### src/hw/rtl/cls_pkg.sv
// cls_pkg: shared constants, controller states and the command/status structs
// for the Cramer's-rule solver. No dependencies.
package cls_pkg;

  localparam int MaxSizeDef    = 4;
  localparam int EntryBitsDef  = 12;
  localparam int FracBits      = 16;
  localparam int CfgW          = 3;
  localparam int RowW          = 2;
  localparam int ColW          = 3;
  localparam int InEntryW      = 12;
  localparam int OutIdxW       = 2;
  localparam int SolW          = 64;
  localparam int DivSteps      = SolW + FracBits;
  localparam int DivCntW       = $clog2(DivSteps);
  localparam int STdataW       = 24;
  localparam int MTdataW       = 72;
  localparam logic [CfgW-1:0] SizeReset = 3'd3;

  typedef enum logic [3:0] {
    ST_IDLE,
    ST_CHECK,
    ST_READ,
    ST_MUL,
    ST_ACC,
    ST_NEXT,
    ST_DONE,
    ST_DIV,
    ST_EMIT,
    ST_SING
  } ctl_state_e;

  typedef struct packed {
    logic load;
    logic solve_start;
    logic prod_init;
    logic rd_issue;
    logic mul;
    logic acc_add;
    logic tuple_next;
    logic den_save;
    logic div_start;
    logic div_step;
    logic det_next;
    logic out_load_result;
    logic out_load_singular;
  } cls_cmd_t;

  typedef struct packed {
    logic tuple_valid;
    logic tuple_last;
    logic row_last;
    logic acc_zero;
    logic div_last;
    logic out_free;
    logic unknown_last;
    logic first_det;
  } cls_sts_t;

endpackage

### src/hw/rtl/cls_datapath.sv
// cls_datapath: entry store, permutation walk, product/accumulate, serial
// fixed-point divider and output register. Depends on cls_pkg.
module cls_datapath #(
  parameter int MAX_SIZE   = cls_pkg::MaxSizeDef,
  parameter int ENTRY_BITS = cls_pkg::EntryBitsDef
) (
  input  logic                        clk_i,
  input  logic                        rst_ni,
  input  cls_pkg::cls_cmd_t           cmd_i,
  output cls_pkg::cls_sts_t           sts_o,
  input  logic                        cfg_valid_i,
  input  logic [cls_pkg::CfgW-1:0]    cfg_data_i,
  input  logic [cls_pkg::STdataW-1:0] s_tdata_i,
  input  logic                        m_tready_i,
  output logic                        m_tvalid_o,
  output logic [cls_pkg::MTdataW-1:0] m_tdata_o,
  output logic                        m_tlast_o,
  output logic                        m_tuser_o
);
  import cls_pkg::*;

  localparam int IdxW   = $clog2(MAX_SIZE);
  localparam int SzW    = $clog2(MAX_SIZE + 1);
  localparam int Stride = MAX_SIZE + 1;
  localparam int Depth  = MAX_SIZE * Stride;
  localparam int AddrW  = $clog2(Depth);

  logic [CfgW-1:0]       size_q;
  logic [SzW-1:0]        n;
  logic [ENTRY_BITS-1:0] mem [Depth];
  logic [ENTRY_BITS-1:0] rdata_q;

  logic [IdxW-1:0]       dig_q [MAX_SIZE];
  logic [IdxW-1:0]       dig_d [MAX_SIZE];
  logic [IdxW-1:0]       row_q;
  logic [SzW-1:0]        j_q;
  logic signed [SolW-1:0] prod_q, acc_q, den_q;
  logic [SolW-1:0]       b_q, rem_q;
  logic [DivSteps-1:0]   dq_q;
  logic                  neg_q;
  logic [DivCntW-1:0]    cnt_q;

  logic                  out_valid_q, out_sing_q, out_last_q;
  logic [OutIdxW-1:0]    out_idx_q;
  logic [SolW-1:0]       out_val_q;

  logic [RowW-1:0]       in_row;
  logic [ColW-1:0]       in_col;
  logic                  wr_en;
  logic [AddrW-1:0]      wr_addr, rd_addr;
  logic [IdxW-1:0]       dsel;
  logic                  collide, parity, t_last, carry;
  logic [SolW:0]         rem_sh, rem_diff;
  logic                  ge;
  logic                  sat;
  logic [SolW-1:0]       qmag;

  function automatic logic [SolW-1:0] abs64(input logic signed [SolW-1:0] v);
    abs64 = v[SolW-1] ? (SolW'(0) - SolW'(v)) : SolW'(v);
  endfunction

  always_comb begin
    if (int'(size_q) < 2) begin
      n = SzW'(2);
    end else if (int'(size_q) > MAX_SIZE) begin
      n = SzW'(MAX_SIZE);
    end else begin
      n = SzW'(size_q);
    end
  end

  always_ff @(posedge clk_i or negedge rst_ni) begin
    if (!rst_ni) begin
      size_q <= SizeReset;
    end else if (cfg_valid_i) begin
      size_q <= cfg_data_i;
    end
  end

  // store: row-major, column MAX_SIZE of each row holds the rhs element
  assign in_row = s_tdata_i[RowW-1:0];
  assign in_col = s_tdata_i[RowW +: ColW];
  assign wr_en  = cmd_i.load && (int'(in_row) < MAX_SIZE) && (int'(in_col) <= int'(n));
  assign wr_addr = AddrW'(in_row) * AddrW'(Stride)
                 + ((int'(in_col) == int'(n)) ? AddrW'(MAX_SIZE) : AddrW'(in_col));

  assign dsel    = dig_q[row_q];
  assign rd_addr = AddrW'(row_q) * AddrW'(Stride)
                 + (((j_q != '0) && (int'(dsel) == int'(j_q) - 1)) ?
                    AddrW'(MAX_SIZE) : AddrW'(dsel));

  always_ff @(posedge clk_i) begin
    if (wr_en) begin
      mem[wr_addr] <= s_tdata_i[RowW + ColW +: ENTRY_BITS];
    end
    if (cmd_i.rd_issue) begin
      rdata_q <= mem[rd_addr];
    end
  end

  // column tuple: distinctness, inversion parity, odometer step
  always_comb begin
    collide = 1'b0;
    parity  = 1'b0;
    t_last  = 1'b1;
    carry   = 1'b1;
    for (int r = 0; r < MAX_SIZE; r++) begin
      dig_d[r] = dig_q[r];
      if (r < int'(n)) begin
        if (int'(dig_q[r]) != int'(n) - 1) t_last = 1'b0;
        for (int s = r + 1; s < MAX_SIZE; s++) begin
          if (s < int'(n)) begin
            if (dig_q[r] == dig_q[s]) collide = 1'b1;
            if (dig_q[r] > dig_q[s]) parity = ~parity;
          end
        end
        if (carry) begin
          if (int'(dig_q[r]) == int'(n) - 1) begin
            dig_d[r] = '0;
          end else begin
            dig_d[r] = dig_q[r] + IdxW'(1);
            carry    = 1'b0;
          end
        end
      end
    end
  end

  assign rem_sh   = {rem_q, dq_q[DivSteps-1]};
  assign rem_diff = rem_sh - {1'b0, b_q};
  assign ge       = rem_sh >= {1'b0, b_q};
  assign sat      = |dq_q[DivSteps-1:SolW-1];
  assign qmag     = dq_q[SolW-1:0];

  always_ff @(posedge clk_i or negedge rst_ni) begin
    if (!rst_ni) begin
      j_q   <= '0;
      row_q <= '0;
      cnt_q <= '0;
      for (int r = 0; r < MAX_SIZE; r++) dig_q[r] <= '0;
    end else begin
      if (cmd_i.solve_start || cmd_i.den_save || cmd_i.det_next) begin
        for (int r = 0; r < MAX_SIZE; r++) dig_q[r] <= '0;
      end else if (cmd_i.tuple_next) begin
        dig_q <= dig_d;
      end
      if (cmd_i.solve_start) begin
        j_q <= '0;
      end else if (cmd_i.den_save || cmd_i.det_next) begin
        j_q <= j_q + SzW'(1);
      end
      if (cmd_i.prod_init) begin
        row_q <= '0;
      end else if (cmd_i.mul && (int'(row_q) != int'(n) - 1)) begin
        row_q <= row_q + IdxW'(1);
      end
      if (cmd_i.div_start) begin
        cnt_q <= '0;
      end else if (cmd_i.div_step) begin
        cnt_q <= cnt_q + DivCntW'(1);
      end
    end
  end

  always_ff @(posedge clk_i) begin
    if (cmd_i.solve_start || cmd_i.den_save || cmd_i.det_next) begin
      acc_q <= '0;
    end else if (cmd_i.acc_add) begin
      acc_q <= acc_q + prod_q;
    end
    if (cmd_i.den_save) den_q <= acc_q;
    if (cmd_i.prod_init) begin
      prod_q <= parity ? -SolW'(1) : SolW'(1);
    end else if (cmd_i.mul) begin
      prod_q <= SolW'(prod_q * SolW'($signed(rdata_q)));
    end
    if (cmd_i.div_start) begin
      b_q   <= abs64(den_q);
      rem_q <= '0;
      dq_q  <= {abs64(acc_q), FracBits'(0)};
      neg_q <= acc_q[SolW-1] ^ den_q[SolW-1];
    end else if (cmd_i.div_step) begin
      rem_q <= ge ? rem_diff[SolW-1:0] : rem_sh[SolW-1:0];
      dq_q  <= {dq_q[DivSteps-2:0], ge};
    end
  end

  always_ff @(posedge clk_i or negedge rst_ni) begin
    if (!rst_ni) begin
      out_valid_q <= 1'b0;
    end else if (cmd_i.out_load_result || cmd_i.out_load_singular) begin
      out_valid_q <= 1'b1;
    end else if (m_tready_i) begin
      out_valid_q <= 1'b0;
    end
  end

  always_ff @(posedge clk_i) begin
    if (cmd_i.out_load_singular) begin
      out_idx_q  <= '0;
      out_val_q  <= '0;
      out_sing_q <= 1'b1;
      out_last_q <= 1'b1;
    end else if (cmd_i.out_load_result) begin
      out_idx_q  <= OutIdxW'(j_q - SzW'(1));
      out_sing_q <= 1'b0;
      out_last_q <= (j_q == n);
      if (sat) begin
        out_val_q <= neg_q ? {1'b1, {(SolW-1){1'b0}}} : {1'b0, {(SolW-1){1'b1}}};
      end else begin
        out_val_q <= neg_q ? (SolW'(0) - qmag) : qmag;
      end
    end
  end

  assign m_tvalid_o = out_valid_q;
  assign m_tdata_o  = {{(MTdataW - SolW - OutIdxW){1'b0}}, out_val_q, out_idx_q};
  assign m_tlast_o  = out_last_q;
  assign m_tuser_o  = out_sing_q;

  assign sts_o.tuple_valid  = !collide;
  assign sts_o.tuple_last   = t_last;
  assign sts_o.row_last     = (int'(row_q) == int'(n) - 1);
  assign sts_o.acc_zero     = (acc_q == '0);
  assign sts_o.div_last     = (int'(cnt_q) == DivSteps - 1);
  assign sts_o.out_free     = !out_valid_q || m_tready_i;
  assign sts_o.unknown_last = (j_q == n);
  assign sts_o.first_det    = (j_q == '0);

  a_sing_last: assert property (@(posedge clk_i) disable iff (!rst_ni)
    (out_valid_q && out_sing_q) |-> (out_last_q && out_val_q == '0 && out_idx_q == '0))
    else $error("singular beat malformed");
  a_load_free: assert property (@(posedge clk_i) disable iff (!rst_ni)
    (out_valid_q && !m_tready_i) |=> $stable(out_val_q))
    else $error("output overwritten while stalled");
  a_valid_hold: assert property (@(posedge clk_i) disable iff (!rst_ni)
    (out_valid_q && !m_tready_i) |=> out_valid_q)
    else $error("result beat dropped while stalled");

endmodule

### src/hw/rtl/cls_controller.sv
// cls_controller: sequencing FSM for loading, determinant walks, division and
// result delivery. Depends on cls_pkg.
module cls_controller (
  input  logic              clk_i,
  input  logic              rst_ni,
  input  logic              s_tvalid_i,
  input  logic              s_tlast_i,
  output logic              s_tready_o,
  input  cls_pkg::cls_sts_t sts_i,
  output cls_pkg::cls_cmd_t cmd_o
);
  import cls_pkg::*;

  ctl_state_e state_q, state_d;
  logic       accept;

  assign accept = s_tvalid_i && (state_q == ST_IDLE);

  always_ff @(posedge clk_i or negedge rst_ni) begin
    if (!rst_ni) begin
      state_q <= ST_IDLE;
    end else begin
      state_q <= state_d;
    end
  end

  always_comb begin
    state_d = state_q;
    unique case (state_q)
      ST_IDLE:  if (accept && s_tlast_i) state_d = ST_CHECK;
      ST_CHECK: state_d = sts_i.tuple_valid ? ST_READ : ST_NEXT;
      ST_READ:  state_d = ST_MUL;
      ST_MUL:   state_d = sts_i.row_last ? ST_ACC : ST_READ;
      ST_ACC:   state_d = ST_NEXT;
      ST_NEXT:  state_d = sts_i.tuple_last ? ST_DONE : ST_CHECK;
      ST_DONE: begin
        if (!sts_i.first_det) begin
          state_d = ST_DIV;
        end else if (sts_i.acc_zero) begin
          state_d = ST_SING;
        end else begin
          state_d = ST_CHECK;
        end
      end
      ST_DIV:   if (sts_i.div_last) state_d = ST_EMIT;
      ST_EMIT: begin
        if (sts_i.out_free) state_d = sts_i.unknown_last ? ST_IDLE : ST_CHECK;
      end
      ST_SING:  if (sts_i.out_free) state_d = ST_IDLE;
      default:  state_d = ST_IDLE;
    endcase
  end

  always_comb begin
    cmd_o      = '0;
    s_tready_o = 1'b0;
    unique case (state_q)
      ST_IDLE: begin
        s_tready_o        = 1'b1;
        cmd_o.load        = accept;
        cmd_o.solve_start = accept && s_tlast_i;
      end
      ST_CHECK: cmd_o.prod_init = sts_i.tuple_valid;
      ST_READ:  cmd_o.rd_issue  = 1'b1;
      ST_MUL:   cmd_o.mul       = 1'b1;
      ST_ACC:   cmd_o.acc_add   = 1'b1;
      ST_NEXT:  cmd_o.tuple_next = !sts_i.tuple_last;
      ST_DONE: begin
        cmd_o.div_start = !sts_i.first_det;
        cmd_o.den_save  = sts_i.first_det && !sts_i.acc_zero;
      end
      ST_DIV:   cmd_o.div_step = 1'b1;
      ST_EMIT: begin
        cmd_o.out_load_result = sts_i.out_free;
        cmd_o.det_next        = sts_i.out_free && !sts_i.unknown_last;
      end
      ST_SING:  cmd_o.out_load_singular = sts_i.out_free;
      default: ;
    endcase
  end

  a_emit_free: assert property (@(posedge clk_i) disable iff (!rst_ni)
    (cmd_o.out_load_result || cmd_o.out_load_singular) |-> sts_i.out_free)
    else $error("result loaded into a busy output");
  a_start: assert property (@(posedge clk_i) disable iff (!rst_ni)
    (accept && s_tlast_i) |=> (state_q == ST_CHECK))
    else $error("solve did not start");
  a_div_len: assert property (@(posedge clk_i) disable iff (!rst_ni)
    (state_q == ST_DIV && !sts_i.div_last) |=> (state_q == ST_DIV))
    else $error("division left early");

endmodule

### src/hw/rtl/cramer_linear_solver.sv
// Solves an n x n integer system (n = matrix_size, 2..MAX_SIZE) by Cramer's rule.
// Entries load one beat per cycle while idle; a beat with tlast stores its entry and
// starts the solve, during which s_axis_tready is low. Each determinant is an exact
// Leibniz sum: the controller walks all n^n column tuples, checking and stepping
// each, and each permutation among them adds n reads and multiplies (through the
// single store read port and the one multiplier), then one accumulate; a closing
// step ends the determinant. Each quotient is then formed in the bit-serial divider
// and loaded into the output register. Results (unknown index in tdata[1:0], value
// Q.16 in tdata[65:2], singular in tuser, last in tlast) may stall without losing
// data.
module cramer_linear_solver #(
  parameter int MAX_SIZE   = cls_pkg::MaxSizeDef,
  parameter int ENTRY_BITS = cls_pkg::EntryBitsDef
) (
  input  logic                        clk_i,
  input  logic                        rst_ni,
  input  logic                        cfg_valid_i,
  output logic                        cfg_ready_o,
  input  logic [cls_pkg::CfgW-1:0]    cfg_data_i,    // matrix_size
  input  logic                        s_axis_tvalid,
  output logic                        s_axis_tready,
  input  logic [cls_pkg::STdataW-1:0] s_axis_tdata,  // row_index, column_index, entry_value
  input  logic                        s_axis_tlast,  // start_solve
  output logic                        m_axis_tvalid,
  input  logic                        m_axis_tready,
  output logic [cls_pkg::MTdataW-1:0] m_axis_tdata,  // unknown_index, solution_value
  output logic                        m_axis_tlast,  // last_result
  output logic                        m_axis_tuser   // singular
);
  import cls_pkg::*;

  cls_cmd_t cmd;
  cls_sts_t sts;

  assign cfg_ready_o = 1'b1;

  cls_controller u_ctrl (
    .clk_i      (clk_i),
    .rst_ni     (rst_ni),
    .s_tvalid_i (s_axis_tvalid),
    .s_tlast_i  (s_axis_tlast),
    .s_tready_o (s_axis_tready),
    .sts_i      (sts),
    .cmd_o      (cmd)
  );

  cls_datapath #(
    .MAX_SIZE   (MAX_SIZE),
    .ENTRY_BITS (ENTRY_BITS)
  ) u_dp (
    .clk_i       (clk_i),
    .rst_ni      (rst_ni),
    .cmd_i       (cmd),
    .sts_o       (sts),
    .cfg_valid_i (cfg_valid_i),
    .cfg_data_i  (cfg_data_i),
    .s_tdata_i   (s_axis_tdata),
    .m_tready_i  (m_axis_tready),
    .m_tvalid_o  (m_axis_tvalid),
    .m_tdata_o   (m_axis_tdata),
    .m_tlast_o   (m_axis_tlast),
    .m_tuser_o   (m_axis_tuser)
  );

endmodule
### config.mk
export PLATFORM = sky130hd
export DESIGN_NAME = cramer_linear_solver
export DESIGN_NICKNAME = d
export VERILOG_FILES = /design/src/hw/rtl/cls_pkg.sv /design/src/hw/rtl/cls_datapath.sv /design/src/hw/rtl/cls_controller.sv /design/src/hw/rtl/cramer_linear_solver.sv
export SDC_FILE = /design/constraint.sdc
export NUM_CORES = 2
export LEC_CHECK = 0
export BUFFER_PORTS_ARGS = -buffer_cell sky130_fd_sc_hd__clkbuf_2
export CORE_MARGIN = 2
export CORE_UTILIZATION = 65
export DETAILED_ROUTE_END_ITERATION = 10
export PLACE_DENSITY = 0.88
export SYNTH_ARGS = -nofsm -noshare
export SYNTH_HDL_FRONTEND = slang
export SYNTH_SLANG_ARGS = --single-unit
### constraint.sdc
create_clock -name clk_i -period 9.05 [get_ports clk_i]
set_input_delay 0.905 -clock clk_i [delete_from_list [all_inputs] [get_ports clk_i]]
set_output_delay 0.905 -clock clk_i [all_outputs]
set_load 0.01 [all_outputs]
After elaboration in Yosys (flattened, before gate mapping)
Memories as Yosys holds them, arrays and structs flattened. A register that Yosys moved wholly into a read port is not among the register bits.
Index checks and enable logic that the tools add are counted.
{ "word_totals": {"ramBits": 240, "output_inout_bits": 77, "word_cells": 253, "mem_count": 1, "input_bits": 33, "reg_bits": 497} }
{ "mem_list": {"columns": ["memory", "depth", "width", "rd", "rd_clocked_by_memory_dff", "wr", "line_no", "rtl"], "rows": [
  ["u_dp.mem", 20, 12, 1, 1, 1, "cls_datapath.sv:30", "logic [ENTRY_BITS-1:0] mem [Depth];"]
]} }
{ "classes": {"n_lt_le_gt_ge": 15, "multipliers": 3, "reduce_logical": 41, "add_sub_neg": 17, "eq_ne": 33, "muxes": 113, "bitwise_logic": 7} }
{ "ops": {"columns": ["op", "n"], "rows": [
  ["64-bit two-way mux", 8],
  ["3-bit by 32-bit == test with 1-bit output", 6],
  ["1-bit by 64-bit subtractor with 64-bit output (first input constant)", 3],
  ["80-bit two-way mux", 2],
  ["3-bit by 32-bit inequality test with 1-bit output", 5],
  ["65-bit by 64-bit greater-or-equal comparator with 1-bit output", 1],
  ["64-bit adder", 1],
  ["64-bit logical NOT", 1],
  ["64-bit by 12-bit multiplier with 64-bit output", 1],
  ["64-bit subtractor", 1],
  ["1-bit two-way mux", 63],
  ["63-bit two-way mux", 1],
  ["4-bit one-hot mux with 10 select lines", 1],
  ["2-bit two-way mux", 18],
  ["3-bit two-way mux", 9],
  ["2-bit nonzero test", 13],
  ["4-bit two-way mux", 6],
  ["17-bit OR reduction", 1],
  ["4-bit by 3-bit == test with 1-bit output (second input constant)", 4],
  ["8-bit two-way mux", 2],
  ["7-bit two-way mux", 2],
  ["2-bit == test", 6],
  ["2-bit greater-than comparator", 6],
  ["2-bit by 1-bit adder with 2-bit output (second input constant)", 5],
  ["32 further kinds", 63]
]} }

Longest topological paths before layout
{ "logic_depth": {"depth_word": 28, "mapped_depth": 26, "depth_no_buf": 23} }

Cells and area by module
Synthesis repeated with hierarchy kept, for this count alone.
{ "unflattened": {"hier_cells": 6447, "area_unflattened_um2": 62185.9} }
{ "modules_own_cells": {"columns": ["mod", "seq_area_each_um2", "cells_per_inst", "instances", "area_per_inst_um2"], "rows": [
  ["cls_datapath", 20131.8, 6388, 1, 61758.0],
  ["cls_controller", 100.1, 57, 1, 416.6],
  ["cramer_linear_solver", 0.0, 2, 1, 11.3]
]} }

Least setup slack after synthesis
OpenSTA, ideal clock, no wires.
{ "synth_timing": {"kind": "register to register", "startpoint": "reg u_dp.rdata_q[11] (read register of u_dp.mem)", "endpoint": "reg u_dp.prod_q[51], data pin", "setup_slack_ps": 2128, "setup_time_ps": 270, "period_less_slack_ps": 6922, "t_arrival_ps": 6652, "stages_incl_launch_ff": 24, "required_time_ps": 8780, "n_path_buf": 2, "cell_sequence": "edfxtp_1 -> inv_1 -> clkbuf_1 -> buf_1 -> nor2_1 -> fa_1 -> fa_1 -> fa_1 -> fa_1 -> inv_1 -> fa_1 -> inv_1 -> ha_1 -> and2_1 -> and3_1 -> and4_1 -> a2111oi_0 -> a21oi_1 -> or4_1 -> o21ai_0 -> o31ai_1 -> o41ai_1 -> xor2_1 -> o21ai_0"} }
{ "synth_between": {"elab_chain_cells": 3} }
{ "synth_lines": {"columns": ["item", "line_no", "rtl"], "rows": [
  ["start: declaration", "cls_datapath.sv:31", "logic [ENTRY_BITS-1:0] rdata_q;"],
  ["64-bit by 12-bit multiplier with 64-bit output", "cls_datapath.sv:175", "prod_q <= SolW'(prod_q * SolW'($signed(rdata_q)));"],
  ["64-bit two-way mux", "cls_datapath.sv:174", "end else if (cmd_i.mul) begin"],
  ["64-bit two-way mux", "cls_datapath.sv:172", "if (cmd_i.prod_init) begin"],
  ["end signal: assignment", "cls_datapath.sv:173", "prod_q <= parity ? -SolW'(1) : SolW'(1);"],
  ["end signal: assignment", "cls_datapath.sv:175", null],
  ["end: declaration", "cls_datapath.sv:37", "logic signed [SolW-1:0] prod_q, acc_q, den_q;"]
]} }
Every way passes these cells. The select of a mux whose other input is x is not followed.
A chain may end at the register's enable or synchronous reset.

Worst setup path after layout
{ "layout_timing": {"startpoint": "reg u_dp.rdata_q[6] (read register of u_dp.mem)", "endpoint": "reg u_dp.prod_q[62], data pin"} }
The elaborated chain is that of the path after synthesis.

==> results by group <==
Route
  • Via count: between 50k and 60k
  • Avg WL per Cell: 23.4 um
  • Detailed-route DRC error count: 0
  • Drt pass-1 iters: 11
  • WL final: approximately 180 mm
  • Antenna Nets Post-Route: 0
  • DR iter-0 viols: 6758
  • Vias per std cell: between 6 and 7

Synthesis
  • Gate count of the mapped netlist: between 6k and 7k
  • Register area share after synthesis: 0.327
  • Post-synth cell types: 85
  • Warnings, synthesis: 0
  • Post-Syn Area per Cell: roughly 9.4 um^2
  • Synthesized flop and latch total: 749
  • Post-synth ARST share: 0.0374
  • Top_reg_cell synth: edfxtp_1
  • Post-synth EDFFs: approximately 510
  • Mapped Area: 61800 um^2

STA
  • Final min period: 8.61 ns
  • Worst Skew: approximately 0.032 ns
  • Slew Limit Fails: 2
  • RSZ-0062 raised after global routing: no
  • Worst rel slew slack: -0.0268
  • Slew @ Worst Pin: roughly 1.5 ns
  • TNS Setup: 0 ns
  • Final Cycle Share: 0.952
  • FMAX: approximately 120 MHz
  • Final hold violations: 0
  • Final setup fails: 0

Placed design
  • Detailed placement HPWL: 121 mm
  • DP Area: ~63000 um^2
  • PortBufs: 95
  • Placer Congestion: 0.976
  • Placed instance count: roughly 7.6k

Layout
  • Share of layout cells above drive strength 1: 0.0694
  • Non-Filler Instances: between 7k and 8k
  • Post-route cell area: 65900 um^2
  • Most frequent cells in the layout: nand2_1 (980), inv_1 (784), fa_1 (564)
  • Layout area overhead: 6.68%
  • Most common cell after layout, fill and taps aside: nand2_1
  • Nets@finish: 7312

Clock tree
  • Cts hold-fix bufs: 0
  • Clk sinks: about 750
  • CTS Buffer Depth: 3
  • H-tree levels: 3
  • Clk pin slew, worst setup/hold paths: 0.07 ns
  • CTS root buf: clkbuf_16
  • Post-CTS Resized: 0
  • Worst skew pair latency: 0.69 ns
  • CTS Buf Count: a little over 80
  • Post-CTS Setup Bufs: 0
  • CTS tree: built

Outcome
  • Status: complete, but fails checks
  • Failing checks: max-capacitance violations, max-slew violations

GRT
  • GRT overflow: 0
  • Gr usage total: 0.376
  • First-pass GRT wire length: roughly 280 mm
  • Vias in the first global route: 51.1k
  • Initial antenna violation count: 9
  • Largest net degree at the start of global routing: 96

Critical path
  • CP cell instances: nand2_1 -> fa_1 -> fa_1 -> inv_1 -> fa_1 -> fa_1 -> inv_1 -> fa_1 -> inv_1 -> ha_1 -> or3_1 -> o221ai_1 -> nor3_1 -> or3_1 -> o2bb2ai_1 -> buf_4 -> a31oi_1 -> o211ai_1 -> a31oi_1 -> o21a_1 -> xor2_1 -> o21ai_0
  • Highest-delay cell along the critical path: edfxtp_1
  • Critical Path RT: 9.44 ns
  • Worst path arrival time: 9.00 ns
  • Worst Setup Path Type: reg -> reg
  • CP max FO: 19
  • CP max stage delay: 0.99 ns
  • Critical Path Source Type: register
  • Critical path capture point type: register
  • Cell mode on critical path: fa_1

Die
  • Die H: 312 um
  • Die area: ~100000 um^2
  • Die Wd: 312 um
  • Num ports: 110
  • Initial Util: 0.653
  • Number of core rows: 113
  • Core ar.: 94600 um^2

Hold path
  • HP Class: in -> async

Run
  • Max-cap violations: 1
[cell usage after synthesis (all sizes together), types with 76 or more instances]
master,count,area [um^2]
nand2,982,3690
inv,786,2950
fa,564,11300
edfxtp,509,15300
a21oi,425,2130
o21ai,395,1980
nor2,352,1320
clkbuf,336,1260
ha,300,3750
dfxtp,212,4240
xnor2,193,1690
and2,165,1030
xor2,149,1310
a21o,92,691
nor3,85,425
nand3,76,380
[worst paths after layout]
| path | startpoint | slack, ns | depth (start not counted) | to |
|---|---|---|---|---|
| max | u_dp.rdata_q[6] | 0.44 | 22 | u_dp.prod_q[62] |
| min reg2reg | u_dp.m_tuser_o | 0.45 | 2 | u_dp.m_tuser_o |
| max reg2reg | u_dp.rdata_q[6] | 0.44 | 22 | u_dp.prod_q[62] |
| min in group clk_i | cfg_data_i[2] | 0.43 | 3 | u_dp.size_q[2] |
| max in group asynchronous | rst_ni | 8.29 | 1 | u_dp.cnt_q[3] |
| min | rst_ni | 0.28 | 1 | u_dp.size_q[2] |
[critical path, delay by kind of cell, from the launching register on]
family / cells / cell delay [ns]
AOI/OAI and AO/OA: 7 / 2.13
DFF: 1 / 0.99
xor gates and xnor gates: 1 / 0.14
adders and majority gates: 6 / 3.06
buffers and inverters: 4 / 0.35
and+or+nand+nor: 4 / 1.62
[cell families (layout without fill, tap and decap cells)]
family	count (synthesis)	count (layout)	share of synthesized area
other cells	2	13	0.000122
simple gates	2002	2002	0.148
mux	105	105	0.0323
buf+inv	1162	1102	0.0711
fa+ha+maj	864	864	0.244
compound gates	1312	1312	0.129
flops	749	749	0.327
xor+xnor	342	342	0.0485
[metrics by stage]
step | hold WS [ns] | setup slack, ns | utilization
3_5_place_dp | 0.442 | 0.971 | 0.666
6_report | 0.282 | 0.436 | 0.697
5_1_grt | 0.324 | 0.337 | 0.697
3_3_place_gp | 0.434 | 1.11 | 0.666
4_1_cts | 0.294 | 0.884 | 0.697
2_1_floorplan | 0.447 | 2.13 | -
[layer usage]
metal / track usage / routed length (um) / part of all wire
met1: 0.447 / 61400 / 0.34
met2: 0.596 / 84100 / 0.46
met3: 0.126 / 22800 / 0.13
met4: 0.221 / 13100 / 0.072
met5: 0.0131 / 210 / 0.0012
[area by class of cell]
| class | instances | area (um^2) |
|---|---|---|
| diodes | 6 | 15.0 |
| clock buffers | 103 | 2300 |
| clock inverters | 49 | 569 |
| fillers | 6529 | 28700 |
| inverters | 788 | 2960 |
| multi-input cells | 4632 | 37300 |
| flip-flops and latches | 749 | 20200 |
| well taps | 1265 | 1580 |
| repair buffers | 162 | 991 |
[registers in the layout (all words and copies together), names as in the netlist]
name and flops:
u_dp.j_q 3, u_dp.dig_q 8, u_dp.neg_q 1, u_dp.den_q 64
u_dp.m_tlast_o 1, u_dp.prod_q 64, u_dp.size_q 3, u_dp.mem 240
u_ctrl.state_q 4, u_dp.acc_q 64, u_dp.row_q 2, u_dp.rem_q 64
u_dp.b_q 64, u_dp.out_idx_q 2, u_dp.m_tvalid_o 1, u_dp.rdata_q 12
u_dp.m_tuser_o 1, u_dp.cnt_q 7, u_dp.dq_q 80, u_dp.out_val_q 64
Power is left out: the tool's default activity adds up to more than one toggle a clock period on the data nets, which glitch-free logic cannot reach.
